===== src/rtl/core/isl_ram.sv =====
// Generic single-port-write, single-port-read RAM with registered read data.
// Depends on nothing.
module isl_ram #(
  parameter int unsigned Width = 8,
  parameter int unsigned Depth = 16
) (
  input  logic                     clk_i,
  input  logic                     we_i,
  input  logic [$clog2(Depth)-1:0] waddr_i,
  input  logic [Width-1:0]         wdata_i,
  input  logic [$clog2(Depth)-1:0] raddr_i,
  output logic [Width-1:0]         rdata_o
);

  logic [Width-1:0] mem_q [Depth];

  always_ff @(posedge clk_i) begin
    if (we_i) begin
      mem_q[waddr_i] <= wdata_i;
    end
    rdata_o <= mem_q[raddr_i];
  end

endmodule


===== config.mk =====
export PLATFORM = sky130hd
export DESIGN_NAME = isl_ram
export DESIGN_NICKNAME = d
export VERILOG_FILES = /design/src/rtl/core/isl_ram.sv
export SDC_FILE = /design/constraint.sdc
export NUM_CORES = 1
export LEC_CHECK = 0
export BUFFER_PORTS_ARGS = -buffer_cell sky130_fd_sc_hd__buf_4
export CAP_MARGIN = 5
export CORE_MARGIN = 2
export CORE_UTILIZATION = 45
export DETAILED_ROUTE_END_ITERATION = 8
export GPL_ROUTABILITY_DRIVEN = 0
export SLEW_MARGIN = 20
export SYNTH_ARGS = -nofsm -noshare
export SYNTH_HDL_FRONTEND = slang
export SYNTH_SLANG_ARGS = --single-unit

===== constraint.sdc =====
create_clock -name clk_i -period 4 [get_ports clk_i]
set_input_delay 0.2 -clock clk_i [delete_from_list [all_inputs] [get_ports clk_i]]
set_output_delay 0.2 -clock clk_i [all_outputs]
set_load 0.02 [all_outputs]

# --- Yosys cells after proc, flatten, opt, wreduce, memory -nomap -nowiden ---
# Memory sizes are Yosys's and may differ from the RTL's. A register that Yosys moved wholly into a read port is not among the register bits.
# Cells that the tools add are included.
classes:
  mux: 2
op_table:
  columns: ["cell", "count"]
  rows:
  - ["1-bit 2-to-1 mux", 2]
totals:
  reg_bits: 0
  ram_bits: 128
  input_bits: 18
  elab_cells: 3
  memories: 1
memory_table:
  columns: ["memory", "depth", "width", "read_ports", "rd_clocked_by_memory_dff", "write_ports", "line", "source"]
  rows:
  - ["mem_q", 16, 8, 1, 1, 1, "15", "logic [Width-1:0] mem_q [Depth];"]

# --- Longest topological paths before layout ---
# Gate-level depths: netlist (run 1).
logic_depth:
  word_depth: 2
  mapped_depth: 5

# --- Least setup slack after synthesis (run 1) ---
# Ideal clock, no wire load.
synth_path:
  path_kind: "input to register"
  from: "in waddr_i[2]"
  to: "mem mem_q[0][0] (enable)"
  setup_time_ns: 0.383
  arrival_ns: 1.310
  t_required_ns: 3.617
  setup_slack_ns: 2.307
  path_stages: 2
  n_path_buf: 0
  cell_sequence: "or3b_2 nor3_1"
synth_lines:
  columns: ["element", "line", "source"]
  rows:
  - ["from (decl)", "9", "input logic [$clog2(Depth)-1:0] waddr_i,"]
  - ["to (decl)", "15", null]
# No word-level cell before the write port.

# --- Worst setup path in the final report (run 1) ---
layout_path:
  from: "in waddr_i[2]"
  to: "mem mem_q[0][2] (enable)"
# No word-level cell before the write port.

==> summary.md, run 1 <==
| Metric | Value |
|---|---|
| Result of the run | finished, final reports clean |
| Grt ovf | 0 |
| Type of destination of the critical path | register |
| Detailed placement HPWL | 5.78 mm |
| Synthesized area divided by synthesized cell count | 22.5 sq um |
| Post-synth cell types | 19 |
| Library cell used as clock root buffer | sky130_fd_sc_hd__clkbuf_16 |
| Worst max-slew margin expressed relative to the limit | 28.9% |
| Worst slack on hold paths | 0.0934 ns |
| Synth area leader | sky130_fd_sc_hd__edfxtp_1 |
| Deepest level of the CTS H-tree | 4 |
| Multi-input logic area | 1060 sq um |
| Number of hold buffers added after CTS | 0 |
| Crit Path Max Fanout | 8 |
| Number of hold violations in the final report | 0 |
| Critical register-to-register path endpoint | rdata_o[1] |
| Synthesized net count | 247 |
| Time the final worst path needs with I/O delays and setup | 1.62 ns |
| First-pass detailed-route iteration total | 5 |
| Via count of the first global-routing pass | 2455 |
| Most common cell in the synthesized netlist | sky130_fd_sc_hd__edfxtp_1 |
| Highest metal layer with signal wires | met4 |
| Cells taking the most area after synthesis | sky130_fd_sc_hd__edfxtp_1 75%, sky130_fd_sc_hd__mux4_2 7.9%, sky130_fd_sc_hd__mux4_1 7.1% |
| Number of flops mapped to enable cells by yosys | 128 |
| Antenna Diode Count | 0 |
| Average routed wire per standard cell | 23.1 um |
| Max Root-Sink Buffers | 2 |
| Flop-to-flop setup slack | 2.60 ns |
| Post-synthesis to final-layout area growth | 16.4% |
| Share of flip-flops with an asynchronous set or reset | 0% |
| Initial cell density of the core | 45.7% |
| Clock insertion delay at the later pin of the skew report | 0.42 ns |
| Per-cell via count in the routed design | 5.62 |
| Overall routed net length | 9.73 mm |
| Initial antenna violation count | 0 |
| Worst min path class | in -> reg |
| Area of the mapped netlist | 5150 sq um |
| Fin nets | 284 |
| Met3 Wirelength | 493 um |
| Power per cell area | 534 nW/um^2 |
| Final Instance Count excl. Fillers | 421 |
| Number of buffers added by the clock tree synthesis step | 17 |
| Synth warn | 0 |
| Number of sinks on the clock net | 136 |
| Peak supply drop | 0.287 mV |
| Number of setup violations in the final report | 0 |
| Total of buffers placed on input and output ports | 25 |
| Wire length of the first global-routing pass | 14.8 mm |
| Combined global-route utilization of all metal layers | 17.3% |
| Hold_sp | wdata_i[5] |
| Pin count of the biggest net entering global routing | 33 |
| CTS tree | built |
| Post-Syn Instances | 229 |
| Total power | 0.00320 W |
| Max-slew violation total from the final report | 0 |
| Number of max-capacitance violations reported | 0 |
| Top_reg_cell synth | sky130_fd_sc_hd__edfxtp_1 |
| Residual antenna-violating net count after detailed routing | 0 |
| Final setup slack of the worst path | 2.38 ns |
| Post-CTS sizing | 0 |
| Sequential fraction of the synthesis area | 77.8% |
| Leading post-synthesis cells by instance count | 128 x sky130_fd_sc_hd__edfxtp_1, 18 x sky130_fd_sc_hd__mux4_2, 16 x sky130_fd_sc_hd__a22oi_1 |
| Area share of the largest cell type after synthesis | 74.7% |
| Count of unresolved DRC violations after routing | 0 |
| Fmax achieved | 618 MHz |
| Timing endpoint of the critical path | mem_q[0][2] |
| Startpoint type of the worst setup path | primary input |
| Kind of critical path | in -> reg |
| I/O Pins | 26 |
| Depth of the worst register-to-register path | 3 |
| Data arrival time at the worst-slack endpoint | 1.65 ns |
| Detailed-route wire length on metal 1 | 4.31 mm |
| Leakage dissipation | 2.00 nW |
| Clock-pin slew on the worst setup and hold paths | 0.06 ns |
| Post-placement worst setup slack | 1.92 ns |
| Actual transition at the worst max-transition pin | 1.06 ns |
| Die footprint | 12300 sq um |
| Die span in y | 111 um |
| Fraction of layout instances using a drive strength above 1 | 26.6% |
| Number of vias after detailed routing | 2366 |
| Total core area | 11300 sq um |
| Length of routed met2 wiring | 4.61 mm |
| Unrepaired setup endpoints after global routing | false |
| Final clock skew | 0.00546 ns |
| Number of setup buffers added after CTS | 0 |
| Required time at the worst-slack endpoint | 4.03 ns |
| Filler Cells Inserted | 871 |
| First-iteration detailed-routing DRC count | 188 |
| Sequential cell area in the final layout | 4000 sq um |
| Fin Setup TNS | 0 ns |
| Startpoint of the worst setup timing path | waddr_i[2] |
| Placed cells | 390 |
| Reg2Reg Launch Point | mem_q[1][1] |
| Final critical-path share of the clock period | 40.4% |
| Die outline width | 111 um |
| Post-synthesis register bit count | 136 |
| Count of standard-cell rows | 39 |
-- cells by family (layout without fill, tap and decap cells) --
logic type             after synthesis  count (layout)  synth area share (%)
AOI/OAI and AO/OA                   16              16                  2.33
buffers and inverters               10              59                  1.68
DFF                                136             136                  77.8
muxes                               32              32                  15.0
and+or+nand+nor                     35              35                  3.18
-- layer usage --
metal  vias to the layer above  global-route usage (%)
met5                         -                       0
met4                         0                    10.3
met3                        19                    4.16
met2                        87                    25.3
met1                      1213                    23.7
li1                       1047                       -
-- critical path, cell delays in order --
cell	delay (ns)
sky130_fd_sc_hd__buf_4	0.12
sky130_fd_sc_hd__or3b_2	0.50
sky130_fd_sc_hd__nor3_1	0.83
-- flip-flops by register name (all words and copies together) (netlist names) --
register,count
mem_q,128
rdata_o,8
-- placed cells by master, fill, tap and decap left out --
cell type                    synthesis  routed
sky130_fd_sc_hd__and2b_1             1       1
sky130_fd_sc_hd__clkinv_1            0       2
sky130_fd_sc_hd__nand2b_1            2       2
sky130_fd_sc_hd__nand3b_1            2       2
sky130_fd_sc_hd__edfxtp_1          128     128
sky130_fd_sc_hd__nor2b_1             1       1
sky130_fd_sc_hd__mux4_1             14      14
sky130_fd_sc_hd__mux4_2             18      18
sky130_fd_sc_hd__and2_1              1       1
sky130_fd_sc_hd__clkinv_2            0       7
sky130_fd_sc_hd__or3b_2              1       1
sky130_fd_sc_hd__buf_4               1      28
sky130_fd_sc_hd__nand2_1             9       9
sky130_fd_sc_hd__nor2_1             13      13
sky130_fd_sc_hd__a22oi_1            16      16
sky130_fd_sc_hd__clkinvlp_4          0       1
sky130_fd_sc_hd__nand3_1             1       1
sky130_fd_sc_hd__clkbuf_1            0       2
sky130_fd_sc_hd__dfxtp_1             8       8
sky130_fd_sc_hd__nor3_1              4       4
sky130_fd_sc_hd__bufinv_16           0       2
sky130_fd_sc_hd__clkbuf_16           0      17
-- worst min-delay path by stage --
stage / slack [ns] / cells after the start / endpoint
after floorplan: 0.30 / 0 / mem_q[0][0]
after global placement: 0.51 / 1 / mem_q[2][4]
after detailed placement: 0.52 / 1 / mem_q[1][5]
after CTS: 0.08 / 1 / mem_q[11][5]
after global routing: 0.10 / 1 / mem_q[8][4]
final: 0.09 / 1 / mem_q[11][5]
-- stage by stage --
| stage | instance area (sq um) | utilization (%) |
|---|---|---|
| after floorplan | 5150 | - |
| after global placement | 5450 | 48.4 |
| after detailed placement | 5450 | 48.4 |
| after CTS | 5990 | 53.2 |
| after global routing | 5990 | 53.2 |
| final | 5990 | 53.2 |
-- power breakdown --
group / internal, W / switching, W
clock: 0.000898 / 0.000540
combinational: 0.0000671 / 0.0000919
sequential: 0.00159 / 0.00000800
-- cell type report --
type	count	share of cell area, %
multi-input combinational	83	17.6
clock inverter	12	1.84
clock buffer	19	7.22
tap	143	2.99
timing repair buffer	28	3.51
sequential	136	66.8
Note: power is estimated with default switching activity, not from simulation.
==> run 2, diff against run 1 <==
- ABC_AREA: not set -> 1
- clock period: 4 -> 1.55 ns (I/O delays scaled with it)
==> summary.md, run 2 <==
| Metric | Value |
|---|---|
| Delay of the slowest cell on the worst path | 0.37 ns (-0.46 ns) |
| Peak supply drop | 0.763 mV (+170%) |
| Crit Path Max Fanout | 1 (-7) |
| Post-synth cell types | 12 (-7) |
| Post-synthesis to final-layout area growth | 18.7% |
| Count of standard-cell rows | 41 (+5.1%) |
| Synth area leader | sky130_fd_sc_hd__edfxtp_1 |
| Die outline width | 117 um (+5.6%) |
| Deepest level of the CTS H-tree | 4 (unchanged) |
| Combined global-route utilization of all metal layers | 20.7% (+3.4 points) |
| Portion of total power attributed to sequential cells | 46.6% (-3.5 points) |
| Number of buffers added by the clock tree synthesis step | 17 (unchanged) |
| Most common cell in the synthesized netlist | sky130_fd_sc_hd__nand2_1 |
| Area share of the largest cell type after synthesis | 66.7% (-8.0 points) |
| Number of sinks on the clock net | 136 (unchanged) |
| Library cell used as clock root buffer | sky130_fd_sc_hd__clkbuf_16 |
| Max Root-Sink Buffers | 2 (unchanged) |
| Clock insertion delay at the later pin of the skew report | 0.41 ns (about the same) |
| Largest registers | mem_q: 128 flops, rdata_o: 8 flops |
| Leakage dissipation | 2.98 nW (+49%) |
| Number of vias after detailed routing | 3795 (+60%) |
| Detailed placement HPWL | 8.16 mm (+41%) |
| Relative contribution of the clock network to total power | 47.1% (+2.2 points) |
| Required time at the worst-slack endpoint | 1.86 ns (-2.17 ns) |
| Most common cell after layout, fill and taps aside | sky130_fd_sc_hd__nand2_1 |
| Switching Fraction | 21.0% (+0.97 points) |
| Power per cell area | 1300 nW/um^2 (+140%) |
| Initial antenna violation count | 0 (unchanged) |
| Synthesized net count | 569 (+130%) |
| Cells taking the most area after synthesis | sky130_fd_sc_hd__edfxtp_1 67%, sky130_fd_sc_hd__nand2_1 11%, sky130_fd_sc_hd__nand3_1 8.4% |
| Top library cells by usage in the layout, fill and taps aside | 173 x sky130_fd_sc_hd__nand2_1, 128 x sky130_fd_sc_hd__edfxtp_1, 100 x sky130_fd_sc_hd__inv_1, 97 x sky130_fd_sc_hd__nand3_1, 43 x sky130_fd_sc_hd__buf_4 |
| Hold Path Cell Cnt | 1 (unchanged) |
| Total core area | 12600 sq um (+11%) |
| Number of buffers and inverters on the critical path | 1 (unchanged) |
| Cell with the largest stage delay on the worst path | sky130_fd_sc_hd__edfxtp_1 |
| I/O Pins | 26 (unchanged) |
| Actual transition at the worst max-transition pin | 0.381 ns (-0.677 ns) |
| First-pass detailed-route iteration total | 5 (unchanged) |
| Post-synthesis register bit count | 136 (unchanged) |
| Internal power consumption | 0.00702 W (+170%) |
| Number of flops mapped to enable cells by yosys | 128 (unchanged) |
| Unrepaired setup endpoints after global routing | false |
| Worst min path class | in -> reg |
| Hold_sp | wdata_i[3] |
| Critical register-to-register path endpoint | rdata_o[4] |
| Leading post-synthesis cells by instance count | 173 x sky130_fd_sc_hd__nand2_1, 128 x sky130_fd_sc_hd__edfxtp_1, 100 x sky130_fd_sc_hd__inv_1 |
| Flop-to-flop setup slack | 0.49 ns (-2.11 ns) |
| Max-slew violation total from the final report | 0 (unchanged) |
| Number of max-capacitance violations reported | 0 (unchanged) |
| Reported net switching power | 0.00186 W (+190%) |
| Logic gate share of total power | 6.3% (+1.3 points) |
| Area of the mapped netlist | 5770 sq um (+12%) |
| Startpoint type of the worst setup path | register |
| Synth warn | 0 (unchanged) |
| Count of unresolved DRC violations after routing | 0 (unchanged) |
| Number of setup violations in the final report | 0 (unchanged) |
| Total of buffers placed on input and output ports | 25 (unchanged) |
| Result of the run | finished, final reports clean |
| Fin nets | 612 (+120%) |
| Most common cell on crit path | sky130_fd_sc_hd__nand3_1 |
| Time the final worst path needs with I/O delays and setup | 1.06 ns |
| Reg2Reg Launch Point | mem_q[7][4] |
| Pin count of the biggest net entering global routing | 65 (+97%) |
| Worst slack on hold paths | 0.00987 ns (-0.0835 ns) |
| Number of hold violations in the final report | 0 (unchanged) |
| Via count of the first global-routing pass | 3703 (+51%) |
| Residual antenna-violating net count after detailed routing | 0 (unchanged) |
| Data arrival time at the worst-slack endpoint | 1.36 ns (-0.29 ns) |
| Post-CTS sizing | 0 (unchanged) |
| Final critical-path share of the clock period | 68.2% |
| Critical path's top delay family | simple AND/OR/NAND/NOR gates |
| Wire length of the first global-routing pass | 20.4 mm (+38%) |
| Initial cell density of the core | 45.9% (+0.22 points) |
| Kind of critical path | reg -> reg |
| Clock-pin slew on the worst setup and hold paths | 0.06 ns (about the same) |
| Average routed wire per standard cell | 16.6 um (-28%) |
| Critical Path, Cell by Cell | inv_1 > nand2_1 > nand3_1 > nand3_1 > nand3_1 > nand2_1 |
| Overall routed net length | 12.9 mm (+33%) |
| Die span in y | 117 um (+5.6%) |
| Final clock skew | 0.0104 ns (+0.00494 ns) |
| Flip-flop count of the largest register after layout | 128 (unchanged) |
| Per-cell via count in the routed design | 4.87 (-13%) |
| Sequential fraction of the synthesis area | 69.4% (-8.4 points) |
| Fraction of layout instances using a drive strength above 1 | 12.9% (-14 points) |
| Antenna Diode Count | 0 (unchanged) |
| Grt ovf | 0 (unchanged) |
| Share of flip-flops with an asynchronous set or reset | 0% (unchanged) |
| Synthesized area divided by synthesized cell count | 10.5 sq um (-53%) |
| CTS tree | built |
| Worst max-slew margin expressed relative to the limit | 74.6% (+46 points) |
| Fin Setup TNS | 0 ns (unchanged) |
| Register name with the most flops | mem_q |
| First-iteration detailed-routing DRC count | 292 (+55%) |
| Post-Syn Instances | 551 (+140%) |
| Depth of the worst register-to-register path | 6 (+3) |
| Top_reg_cell synth | sky130_fd_sc_hd__edfxtp_1 |
| Type of destination of the critical path | register |
| Fmax achieved | 946 MHz |
| Die footprint | 13700 sq um (+12%) |
| Sink of the worst hold path | mem_q[3][3] |
-- run 2: worst register-to-register path: stages, from the launching register on --
cell and delay [ns]:
sky130_fd_sc_hd__edfxtp_1 0.37, sky130_fd_sc_hd__inv_1 0.08, sky130_fd_sc_hd__nand2_1 0.07, sky130_fd_sc_hd__nand3_1 0.12, sky130_fd_sc_hd__nand3_1 0.10, sky130_fd_sc_hd__nand3_1 0.15, sky130_fd_sc_hd__nand2_1 0.07
-- run 2: area by class of cell --
type,count,area [sq um]
fill,1114,5720
sequential,136,4000
multi-input combinational,289,1210
clock buffer,19,443
timing repair buffer,48,413
inverter,102,383
tap,172,215
clock inverter,13,176
-- run 2: kinds of logic (layout without fill, tap and decap cells) --
logic type | after synthesis | after routing | synth area share (%)
and+or+nand+nor | 289 | 289 | 21.0
DFF | 136 | 136 | 69.4
buffers and inverters | 126 | 182 | 9.52
-- run 2: worst max-delay path by stage --
| stage | startpoint | end | slack [ns] | cells after the start |
|---|---|---|---|---|
| after CTS | mem_q[7][4] | rdata_o[4] | 0.49 | 6 |
| after detailed placement | raddr_i[2] | rdata_o[7] | 0.35 | 6 |
| after global routing | mem_q[7][4] | rdata_o[4] | 0.39 | 6 |
| after global placement | raddr_i[2] | rdata_o[6] | 0.35 | 6 |
| after floorplan | waddr_i[2] | mem_q[10][0] | 0.52 | 2 |
| final | mem_q[7][4] | rdata_o[4] | 0.49 | 6 |
-- run 2: repair_timing --
action / 4_1_cts / 5_1_grt
setup buffers: 0 / 0
endpoints found under the setup margin: 0 / 0
hold buffers: 1 / 0
hold endpoints to repair: 1 / 0
-- run 2: through the flow --
stage | util [%] | cell area (sq um) | std cells | setup slack, ns | power [W]
2_1_floorplan | - | 5770 | 551 | 0.522 | 0.00453
3_3_place_gp | 49.5 | 6220 | 746 | 0.354 | 0.00477
3_5_place_dp | 49.5 | 6220 | 746 | 0.348 | 0.00478
4_1_cts | 54.5 | 6850 | 779 | 0.490 | 0.00894
5_1_grt | 54.5 | 6850 | 779 | 0.391 | 0.00916
6_report | 54.5 | 6850 | 779 | 0.493 | 0.00888
-- run 2: power by group through the flow --
stage                     Combinational (W)  Clock [W]  Sequential (W)
after detailed placement           0.000565          0         0.00421
after global placement             0.000560          0         0.00421
after global routing               0.000629    0.00439         0.00414
after CTS                          0.000571    0.00423         0.00414
after floorplan                    0.000290          0         0.00424
final                              0.000564    0.00418         0.00414
-- run 2: layer usage --
metal  wire (um)  track usage (%)
met3         724             4.43
met4         439             9.73
met5           0                0
met1        5560             27.2
met2        6180             32.9
