**src/rtl/core/isl_pkg.sv**
```systemverilog
// Shared types and constants for the interpolated speed lookup.
// Action and status codes, field widths and the divider request bundle.
// No dependencies.
package isl_pkg;

  localparam int unsigned TableDepthDef = 1024;
  localparam int unsigned ActW          = 2;
  localparam int unsigned PosW          = 17;
  localparam int unsigned SpdW          = 16;
  localparam int unsigned StW           = 2;
  localparam int unsigned FracW         = 16;
  localparam int unsigned WordW         = PosW + SpdW;

  typedef enum logic [ActW-1:0] {
    ACT_CLEAR  = 2'd0,
    ACT_APPEND = 2'd1,
    ACT_QUERY  = 2'd2
  } action_e;

  typedef enum logic [StW-1:0] {
    ST_OK    = 2'd0,
    ST_EMPTY = 2'd1,
    ST_FULL  = 2'd2,
    ST_ORDER = 2'd3
  } status_e;

  typedef struct packed {
    logic            start;
    logic [PosW-1:0] num;
    logic [PosW-1:0] den;
  } div_req_t;

endpackage

```
**src/rtl/core/isl_div.sv**
```systemverilog
// Restoring divider for the interpolation ratio: floor(num * 2^FracW / den),
// num <= den, one quotient bit per cycle. Depends on isl_pkg.
module isl_div
  import isl_pkg::*;
(
  input  logic            clk_i,
  input  logic            rst_ni,
  input  div_req_t        req_i,
  output logic            done_o,
  output logic [PosW-1:0] quot_o
);

  localparam int unsigned CntW = $clog2(FracW + 1);

  logic            run_q, run_d;
  logic            done_q, done_d;
  logic [CntW-1:0] cnt_q, cnt_d;
  logic [PosW:0]   rem_q, rem_d;
  logic [PosW-1:0] quot_q, quot_d;
  logic [PosW-1:0] den_q, den_d;
  logic [PosW:0]   rem_sh;
  logic [PosW:0]   den_ext;

  assign rem_sh  = {rem_q[PosW-1:0], 1'b0};
  assign den_ext = {1'b0, den_q};

  always_comb begin
    run_d  = run_q;
    done_d = 1'b0;
    cnt_d  = cnt_q;
    rem_d  = rem_q;
    quot_d = quot_q;
    den_d  = den_q;
    if (req_i.start) begin
      den_d = req_i.den;
      run_d = 1'b1;
      cnt_d = CntW'(FracW);
      if (req_i.num >= req_i.den) begin
        rem_d  = {1'b0, req_i.num - req_i.den};
        quot_d = PosW'(1);
      end else begin
        rem_d  = {1'b0, req_i.num};
        quot_d = '0;
      end
    end else if (run_q) begin
      if (rem_sh >= den_ext) begin
        rem_d  = rem_sh - den_ext;
        quot_d = {quot_q[PosW-2:0], 1'b1};
      end else begin
        rem_d  = rem_sh;
        quot_d = {quot_q[PosW-2:0], 1'b0};
      end
      cnt_d = cnt_q - 1'b1;
      if (cnt_q == CntW'(1)) begin
        run_d  = 1'b0;
        done_d = 1'b1;
      end
    end
  end

  always_ff @(posedge clk_i or negedge rst_ni) begin
    if (!rst_ni) begin
      run_q  <= 1'b0;
      done_q <= 1'b0;
      cnt_q  <= '0;
    end else begin
      run_q  <= run_d;
      done_q <= done_d;
      cnt_q  <= cnt_d;
    end
  end

  always_ff @(posedge clk_i) begin
    rem_q  <= rem_d;
    quot_q <= quot_d;
    den_q  <= den_d;
  end

  assign done_o = done_q;
  assign quot_o = quot_q;

endmodule

```
**config.mk**
```make
export PLATFORM = sky130hd
export DESIGN_NAME = isl_div
export DESIGN_NICKNAME = d
export VERILOG_FILES = /design/src/rtl/core/isl_pkg.sv /design/src/rtl/core/isl_div.sv
export SDC_FILE = /design/constraint.sdc
export NUM_CORES = 1
export LEC_CHECK = 0
export BUFFER_PORTS_ARGS = -buffer_cell sky130_fd_sc_hd__buf_2
export CAP_MARGIN = 30
export CORE_MARGIN = 3
export CORE_UTILIZATION = 35
export CTS_BUF_LIST = sky130_fd_sc_hd__clkbuf_4
export DETAILED_ROUTE_END_ITERATION = 10
export HOLD_SLACK_MARGIN = 0.02
export PLACE_DENSITY = 0.55
export SETUP_SLACK_MARGIN = 0.4
export SYNTH_ARGS = -nofsm -noshare
export SYNTH_HDL_FRONTEND = slang
export SYNTH_SLANG_ARGS = --single-unit
```
**constraint.sdc**
```tcl
create_clock -name clk_i -period 3.5 [get_ports clk_i]
set_input_delay 0 -clock clk_i [delete_from_list [all_inputs] [get_ports clk_i]]
set_output_delay 0 -clock clk_i [all_outputs]
set_load 0.02 [all_outputs]
```
* Word level (Yosys, flattened, before mapping)
Cells that the tools add are included.
Word-level totals: register bits after elaboration 58, input port bits 37, output and inout bits 18, word-level logic and storage cells 29
Operators by class: add/sub/neg operators 3, magnitude comparators 2, equal/unequal tests 1, muxes and demuxes 16, reductions and logical operators 1
Operators with widths (number):
- 17-bit 2-to-1 mux | 6
- 17-bit subtractor | 2
- 18-bit by 17-bit >= comparator with 1-bit output | 1
- 17-bit >= comparator | 1
- 5-bit 2-to-1 mux | 2
- 1-bit 2-to-1 mux | 8
- 5-bit by 1-bit equality test with 1-bit output, second input constant | 1
- 5-bit by 1-bit subtractor with 5-bit output, second input constant | 1
- 2-bit nonzero test | 1

* Depth between registers and ports, before layout
Gate-level depths: netlist of the first run.
depth in word-level cells 4, gate-level depth with buffers 12, mapped depth without buffers 12

* Worst setup path before layout of the first run
Ideal clock, no wire load.
kind reg-to-reg, from reg rem_q[1], to reg rem_q[12], data pin, setup time 271 ps, arrival time 2464 ps, data required time 3229 ps, slack 766 ps, cell stages (with the launch flop) 11, buffers on the path 1, period minus slack after synthesis 2734 ps, path through edfxtp_1 ha_1 nor2b_4 o31a_1 o41ai_4 nand2_4 a311oi_4 buf_6 nor2_1 a211oi_2 a21oi_1
On the way: cells in the longest elaborated chain, start to end 4, elaborated cells between the ends (all ways) 5, those cells by class add/sub (1); order compare (1); mux (3)
RTL lines:
- start, declared | line isl_div.sv:18 | logic [PosW:0] rem_q, rem_d;
- start signal, assigned | line isl_div.sv:74 | rem_q <= rem_d;
- 17-bit subtractor or 18-bit by 17-bit >= comparator with 1-bit output (tied branches) | line isl_div.sv:47, isl_div.sv:46
- 17-bit 2-to-1 mux (*) | line isl_div.sv:46 | if (rem_sh >= den_ext) begin
- 17-bit 2-to-1 mux (*) | line isl_div.sv:45 | end else if (run_q) begin
- 17-bit 2-to-1 mux (*) | line isl_div.sv:34 | if (req_i.start) begin
- net rem_d[12] | line isl_div.sv:18
Mark *: on every way through the listed nets, which the timed path passes. The rest lies on a longest branch. The select of a mux whose other input is x is not followed. A chain may end at the register's enable or synchronous reset.

* Final worst setup path of the first run
from in req_i[11] (netlist name), to reg rem_q[3], data pin
On the way: cells in the longest elaborated chain, start to end 3
RTL lines:
- start, declared | line isl_div.sv:8 | input div_req_t req_i,
- 17-bit >= comparator | line isl_div.sv:38 | if (req_i.num >= req_i.den) begin
- 17-bit 2-to-1 mux | line isl_div.sv:38
- 17-bit 2-to-1 mux | line isl_div.sv:34
- net rem_d[3] | line isl_div.sv:18
The timed path passes the listed nets, and every way through them passes these cells.

==> results of run 1 <==
[registers in the layout, summed over array words and instances, names as in the netlist]
signal / flops
den_q: 17
quot_o: 17
run_q: 1
cnt_q: 5
rem_q: 17
done_o: 1
[kinds of logic after synthesis]
| logic type | count (synthesis) | synth area share (%) |
|---|---|---|
| adder cells (fa/ha/maj) | 38 | 11.3 |
| XOR/XNOR | 28 | 5.65 |
| AO/OA/AOI/OAI | 110 | 19.2 |
| buffers and inverters | 60 | 5.99 |
| multiplexers | 20 | 4.61 |
| flip-flops | 58 | 39.3 |
| AND/OR/NAND/NOR | 116 | 14.0 |
[metal layers]
metal	GRT usage, %	vias to the layer above	wire length [microns]
li1	-	1748	-
met1	18.5	1589	4610
met2	22.6	59	4370
met3	3.04	11	331
met4	5.06	0	142
met5	0	-	0
[through the flow]
| step | cell area, sq um | worst slack (ns) | std cells | hold slack, ns | util (%) |
|---|---|---|---|---|---|
| 2_1_floorplan | 4340 | 0.766 | 430 | -0.296 | - |
| 3_5_place_dp | 4770 | 0.440 | 643 | -0.157 | 39.5 |
| 5_1_grt | 5270 | 0.394 | 693 | 0.0774 | 43.7 |
| 4_1_cts | 5260 | 0.456 | 692 | 0.0269 | 43.6 |
| 3_3_place_gp | 4770 | 0.523 | 643 | -0.155 | 39.5 |
| 6_report | 5270 | 0.523 | 693 | 0.0458 | 43.7 |
[layout by cell type, fill, tap and decap left out, types with 2 or more instances in the layout]
cell type and count:
dlygate4sd3_1 33, bufinv_16 2, clkinv_2 2, o211a_1 2, nand2_1 20, ha_1 36, nor2b_1 20, buf_4 2
a21oi_1 37, edfxtp_1 51, buf_2 54, xnor2_1 14, mux2i_1 20, dfrtp_1 7, nand2b_1 4, o21ai_0 10
xor2_1 14, o221ai_1 2, nand4_1 3, a31oi_1 5, nor2_1 30, a211o_1 2, a211oi_2 8, nor3_1 12
or2_2 2, o211ai_1 6, fa_1 2, a21o_1 4, clkbuf_4 11, inv_1 47, o21a_1 8, nand3_1 11
a211oi_1 3
[power by group through the flow]
stage               Combinational (W)  Clock [W]  Sequential [W]
global placement              0.00168          0         0.00108
global route                  0.00193   0.000609         0.00109
CTS                           0.00172   0.000583         0.00107
detailed placement            0.00168          0         0.00108
floorplan                     0.00135          0         0.00109
finish                        0.00173   0.000556         0.00106
[worst max path at each step]
stage               from        end  cells past startpoint
2_1_floorplan   rem_q[1]  rem_q[12]                     10
3_3_place_gp    rem_q[1]  rem_q[15]                     10
3_5_place_dp    rem_q[1]  rem_q[15]                     10
4_1_cts         rem_q[1]  rem_q[15]                     10
5_1_grt         rem_q[0]  rem_q[15]                     11
6_report       req_i[11]   rem_q[3]                     13
[area by class of cell]
| cell class | count | area (sq um) | share of cell area (%) |
|---|---|---|---|
| well taps | 168 | 210 | 3.99 |
| flip-flops and latches | 58 | 1710 | 32.4 |
| multi-input cells | 312 | 2380 | 45.2 |
| diodes | 1 | 2.50 | 0.0475 |
| inverters | 48 | 180 | 3.42 |
| clock buffers | 11 | 82.6 | 1.57 |
| repair buffers | 90 | 627 | 11.9 |
| clock inverters | 5 | 78.8 | 1.50 |
[timing repair]
| action | 4_1_cts | 5_1_grt |
|---|---|---|
| hold buffers | 33 | 0 |
| endpoints found under the setup margin | 0 | 9 |
| hold endpoints to repair | 38 | 0 |
| gates resized for setup | 0 | 2 |
==> results.json, run 1 <==
{
  "outcome": "completed",
  "end_kind": "register",
  "critical_path.cell_chain": "dlygate4sd3_1, buf_2, inv_1, ha_1, and3_1, a211o_1, a211oi_2, o21a_1, a221oi_2, o22ai_2, buf_4, mux2i_1, a21oi_1",
  "finalCriticalPeriod_ns": 2.98,
  "rsz0062_at_grt": "yes",
  "nets": 594,
  "clock_path_buffers": 2,
  "ant_nets": 0,
  "drt-initial-drc-count": 211,
  "cts_tree": "built",
  "p_leak_nw": 2.37,
  "fill_cells": 1174,
  "place_congestion": 0.843,
  "antenna_found_initial": 1,
  "synth.yosys.seq_area_share_pct": 39.3,
  "portBuffers": 54,
  "synth_edf_count": 51,
  "avgSynthCellArea_sq_um": 10.1,
  "cp.buffers_inverters": 4,
  "syn-num-nets": 505,
  "fp.dieW_microns": 117,
  "dr_total_vias": 3407,
  "hold_viol_final": 0,
  "critPathRequiredTime_ns": 3.64,
  "dieArea_sq_mm": 0.0138,
  "r2r_end": "rem_q[15]",
  "max-vdd-ir-drop_uv": 228,
  "hp-class": "input port to register",
  "drcViolationCount": 0,
  "drive_gt1_share_pct": 18.3,
  "pwr-share-clk_pct": 16.6,
  "synth_top_area_cell": "edfxtp_1",
  "viasPerCell": 4.92,
  "power.internal_w": 0.00202,
  "drv_slew": 0,
  "grt_start_max_net_pins": 42,
  "rows": 40,
  "slowest_delay_ns": 0.53,
  "setup_viol": 0,
  "wirelength_microns": 9460,
  "cts.sinks": 58,
  "syn_area_sq_mm": 0.00434,
  "final.period_utilization_pct": 85.1,
  "initial_utilization_pct": 36.0,
  "hpwl_microns": 7100,
  "num_io_pins": 55,
  "grt_usage_pct": 14.0,
  "post-synth-top-count-cell": "edfxtp_1",
  "clockRootBuffer": "clkbuf_4",
  "die_height_microns": 117,
  "critPathArrivalTime_ns": 3.12,
  "crit_family": "compound AO/OA/AOI/OAI gates",
  "syn_to_final_growth_pct": 21.3,
  "switching_share_pct": 39.6,
  "async_flop_share_pct": 12.1,
  "crit_fanout": 19,
  "worstMarginPinSlew_ns": 0.841,
  "ys_seq_elements": 58,
  "power_switching_w": 0.00132,
  "power_w": 0.00335,
  "h-tree-depth": 3,
  "cp_slowest_cell": "dlygate4sd3_1",
  "drv_cap": 0,
  "setup_tns_ns": 0,
  "coreArea_sq_mm": 0.0121,
  "seqPwrFrac_pct": 31.8,
  "r2r_start": "rem_q[1]",
  "postCtsSetupBuffers": 0,
  "grt-ovfl-total": 0,
  "p_comb_share_pct": 51.6,
  "relSlewSlack_pct": 43.9,
  "ys_warn_count": 0,
  "cts_buffers": 9,
  "min_path_cells": 2,
  "path_class": "input port to register",
  "netlist.area_leader.share_pct": 35.3,
  "synth_area_leaders": "edfxtp_1, ha_1, mux2i_1",
  "worstSkewPairLatency_ns": 0.42,
  "r2r_slack_ns": 0.53,
  "postSynthCellCount": 430,
  "fin_skew_ns": 0.0132,
  "r2r_cells": 10,
  "synthTopCellsByCount": "edfxtp_1, inv_1, a21oi_1, ha_1, nor2_1",
  "p_per_area_mw_per_mm2": 635,
  "dr.pass1.iters": 4,
  "whs_endpoint": "cnt_q[2]",
  "fmaxAchievable_mhz": 336,
  "synth_ff_type": "edfxtp_1",
  "grt_first_pass_wirelength_microns": 15800,
  "ys_types": 69,
  "hp-start": "req_i[34]",
  "wl_per_cell_microns": 13.6,
  "critPathLaunchType": "input port",
  "grt_pass1_vias": 3314,
  "clkTransAtPathRegs_ns": 0.10
}
Power figures use the tool's default switching activity.
==> run 2, diff against run 1 <==
Settings changed: PLACE_DENSITY 0.55 to 0.57.
Clock period 3.5 ns to 2.7 ns, I/O delays scaled along.
==> run 2 against run 1 <==
  * The run now ends with setup timing left
  * Via count increased by 6.6%
  * Routed wire length is 12% higher
  * Non-clock buffer count is 37 higher
  * Setup slack lost 0.53 ns
  * Register-to-register slack worse by 0.54 ns
  * Die area stayed put
  * Clock skew shrank 0.0050 ns
  * Utilization rose by 4.1 points
  * Combinational power is 75% higher
  * First-iteration DRC count grew 1.4%
  * Final cell count increased by 5.3%
  * Sequential share of layout area is 2.8 points lower
  * Critical path type is now register to register
==> results.json, run 2 (synthesized netlist as in run 1, its figures left out) <==
{
  "h-tree-depth": 3,
  "r2r_slack_ns": -0.01,
  "hold_viol_final": 0,
  "drt-initial-drc-count": 214,
  "hp-class": "input port to register",
  "cts.sinks": 58,
  "grt_first_pass_wirelength_microns": 17200,
  "grt-ovfl-total": 0,
  "drcViolationCount": 0,
  "slowest_delay_ns": 0.45,
  "path_class": "register to register",
  "dr.pass1.iters": 4,
  "r2r_start": "rem_q[6]",
  "r2r_end": "rem_q[6]",
  "dieArea_sq_mm": 0.0138,
  "num_io_pins": 55,
  "relSlewSlack_pct": 40.7,
  "wl_per_cell_microns": 14.5,
  "grt_start_max_net_pins": 35,
  "layout_setup_ws_ns": -0.0109,
  "power_w": 0.00504,
  "final_cell_mix": "buf_2, edfxtp_1, inv_1, buf_4, a21oi_1",
  "coreArea_sq_mm": 0.0121,
  "die_height_microns": 117,
  "grt_pass1_vias": 3565,
  "fmaxAchievable_mhz": 369,
  "outcome": "complete, but fails checks",
  "critPathRequiredTime_ns": 2.86,
  "critPathLaunchType": "register",
  "fp.dieW_microns": 117,
  "clockRootBuffer": "clkbuf_4",
  "worstMarginPinSlew_ns": 0.890,
  "drv_slew": 0,
  "initial_utilization_pct": 36.0,
  "setup_viol": 3,
  "worstSkewPairLatency_ns": 0.41,
  "p_per_area_mw_per_mm2": 875,
  "placed_cells": 664,
  "dr_total_vias": 3631,
  "critPathArrivalTime_ns": 2.87,
  "viasPerCell": 4.97,
  "whs_endpoint": "rem_q[14]",
  "final.period_utilization_pct": 100,
  "crit_fanout": 17,
  "fin_skew_ns": 0.00813,
  "syn_to_final_growth_pct": 32.8,
  "ant_nets": 0,
  "wirelength_microns": 10600,
  "violations": "setup timing",
  "place_congestion": 0.897,
  "clock_path_buffers": 2,
  "whs_ns": 0.0437,
  "clkTransAtPathRegs_ns": 0.10,
  "hpwl_microns": 7650,
  "rsz0062_at_grt": "yes",
  "p_leak_nw": 2.57,
  "drv_cap": 0,
  "layout_commonest_cell": "buf_2",
  "fin_cells": 730,
  "min_path_cells": 3,
  "drive_gt1_share_pct": 29.2,
  "cts_tree": "built",
  "critical_path.cell_chain": "ha_4, a21o_1, buf_4, o41ai_4, nand2_4, a311oi_4, buf_12, nor2_1, a211oi_2, a21oi_1",
  "hp-start": "req_i[31]",
  "cts_buffers": 9,
  "end_kind": "register",
  "nets": 631,
  "cp_slowest_cell": "edfxtp_1",
  "finalCriticalPeriod_ns": 2.71,
  "max-vdd-ir-drop_uv": 303,
  "grt_usage_pct": 15.3,
  "portBuffers": 54,
  "r2r_cells": 10,
  "rows": 40,
  "antenna_found_initial": 1
}
-- run 2: cell count changes in the layout (fill, tap and decap cells not counted), moves of 3 or more --
cell     before  now
a21oi_2       1    4
a21oi_1      37   33
ha_4          0    7
nor2_1       30   27
nand3_1      11    8
nand3_2       0    3
ha_1         36   27
buf_4         2   37
-- run 2: routing by layer --
| layer | up-vias | track usage (%) | part of all wire, % | wire, microns |
|---|---|---|---|---|
| li1 | 1821 | - | - | - |
| met1 | 1705 | 20.0 | 47 | 5000 |
| met2 | 87 | 24.9 | 47 | 4940 |
| met3 | 18 | 2.17 | 3.8 | 401 |
| met4 | 0 | 7.48 | 2.1 | 223 |
| met5 | - | 0 | 0 | 0 |
-- run 2: worst max path at each step --
| stage | start | endpoint | slack (ns) | depth (start not counted) |
|---|---|---|---|---|
| 6_report | rem_q[6] | rem_q[6] | -0.01 | 10 |
| 5_1_grt | rem_q[6] | rem_q[2] | -0.16 | 10 |
| 4_1_cts | rem_q[0] | rem_q[2] | 0.03 | 11 |
| 3_5_place_dp | rem_q[0] | rem_q[6] | -0.03 | 11 |
| 3_3_place_gp | req_i[1] | rem_q[15] | 0.03 | 12 |
| 2_1_floorplan | rem_q[1] | rem_q[15] | 0.18 | 9 |
-- run 2: stage by stage --
stage | util (%) | worst slack (ns) | area, sq um | setup TNS, ns
finish | 47.8 | -0.0109 | 5770 | -0.0190
global route | 47.8 | -0.162 | 5770 | -1.18
CTS | 46.8 | 0.0265 | 5640 | 0
detailed placement | 41.9 | -0.0349 | 5050 | -0.140
global placement | 41.9 | 0.0269 | 5050 | 0
floorplan | - | 0.175 | 4450 | 0
-- run 2: repair_timing --
| action | in CTS | in global routing |
|---|---|---|
| hold buffers | 32 | 0 |
| endpoints found under the setup margin | 18 | 18 |
| gates resized for setup | 9 | 18 |
| endpoints found under the hold margin | 39 | 0 |
| setup buffers | 13 | 4 |
| pin swaps | 2 | 6 |
| cloned | 0 | 0 |
-- run 2: power breakdown --
part	internal (W)	total, W	switching, W
sequential	0.00125	0.00141	0.000157
combinational	0.00149	0.00303	0.00154
clock	0.000271	0.000606	0.000335
total	0.00301	0.00504	0.00203
-- run 2: cell type report --
cell class / instances / area, sq um
inverters: 48 / 180
well taps: 168 / 210
clock inverters: 7 / 60.1
flip-flops and latches: 58 / 1710
repair buffers: 127 / 931
clock buffers: 9 / 67.6
multi-input cells: 312 / 2610
fillers: 1123 / 6290
diodes: 1 / 2.50
-- run 2: critical path, delay by kind of cell, from the launching register on --
kind | cells | cell delay (ns)
AOI/OAI and AO/OA | 5 | 1.20
DFF | 1 | 0.45
buffers and inverters | 2 | 0.35
adders and majority gates | 1 | 0.27
and+or+nand+nor | 2 | 0.18
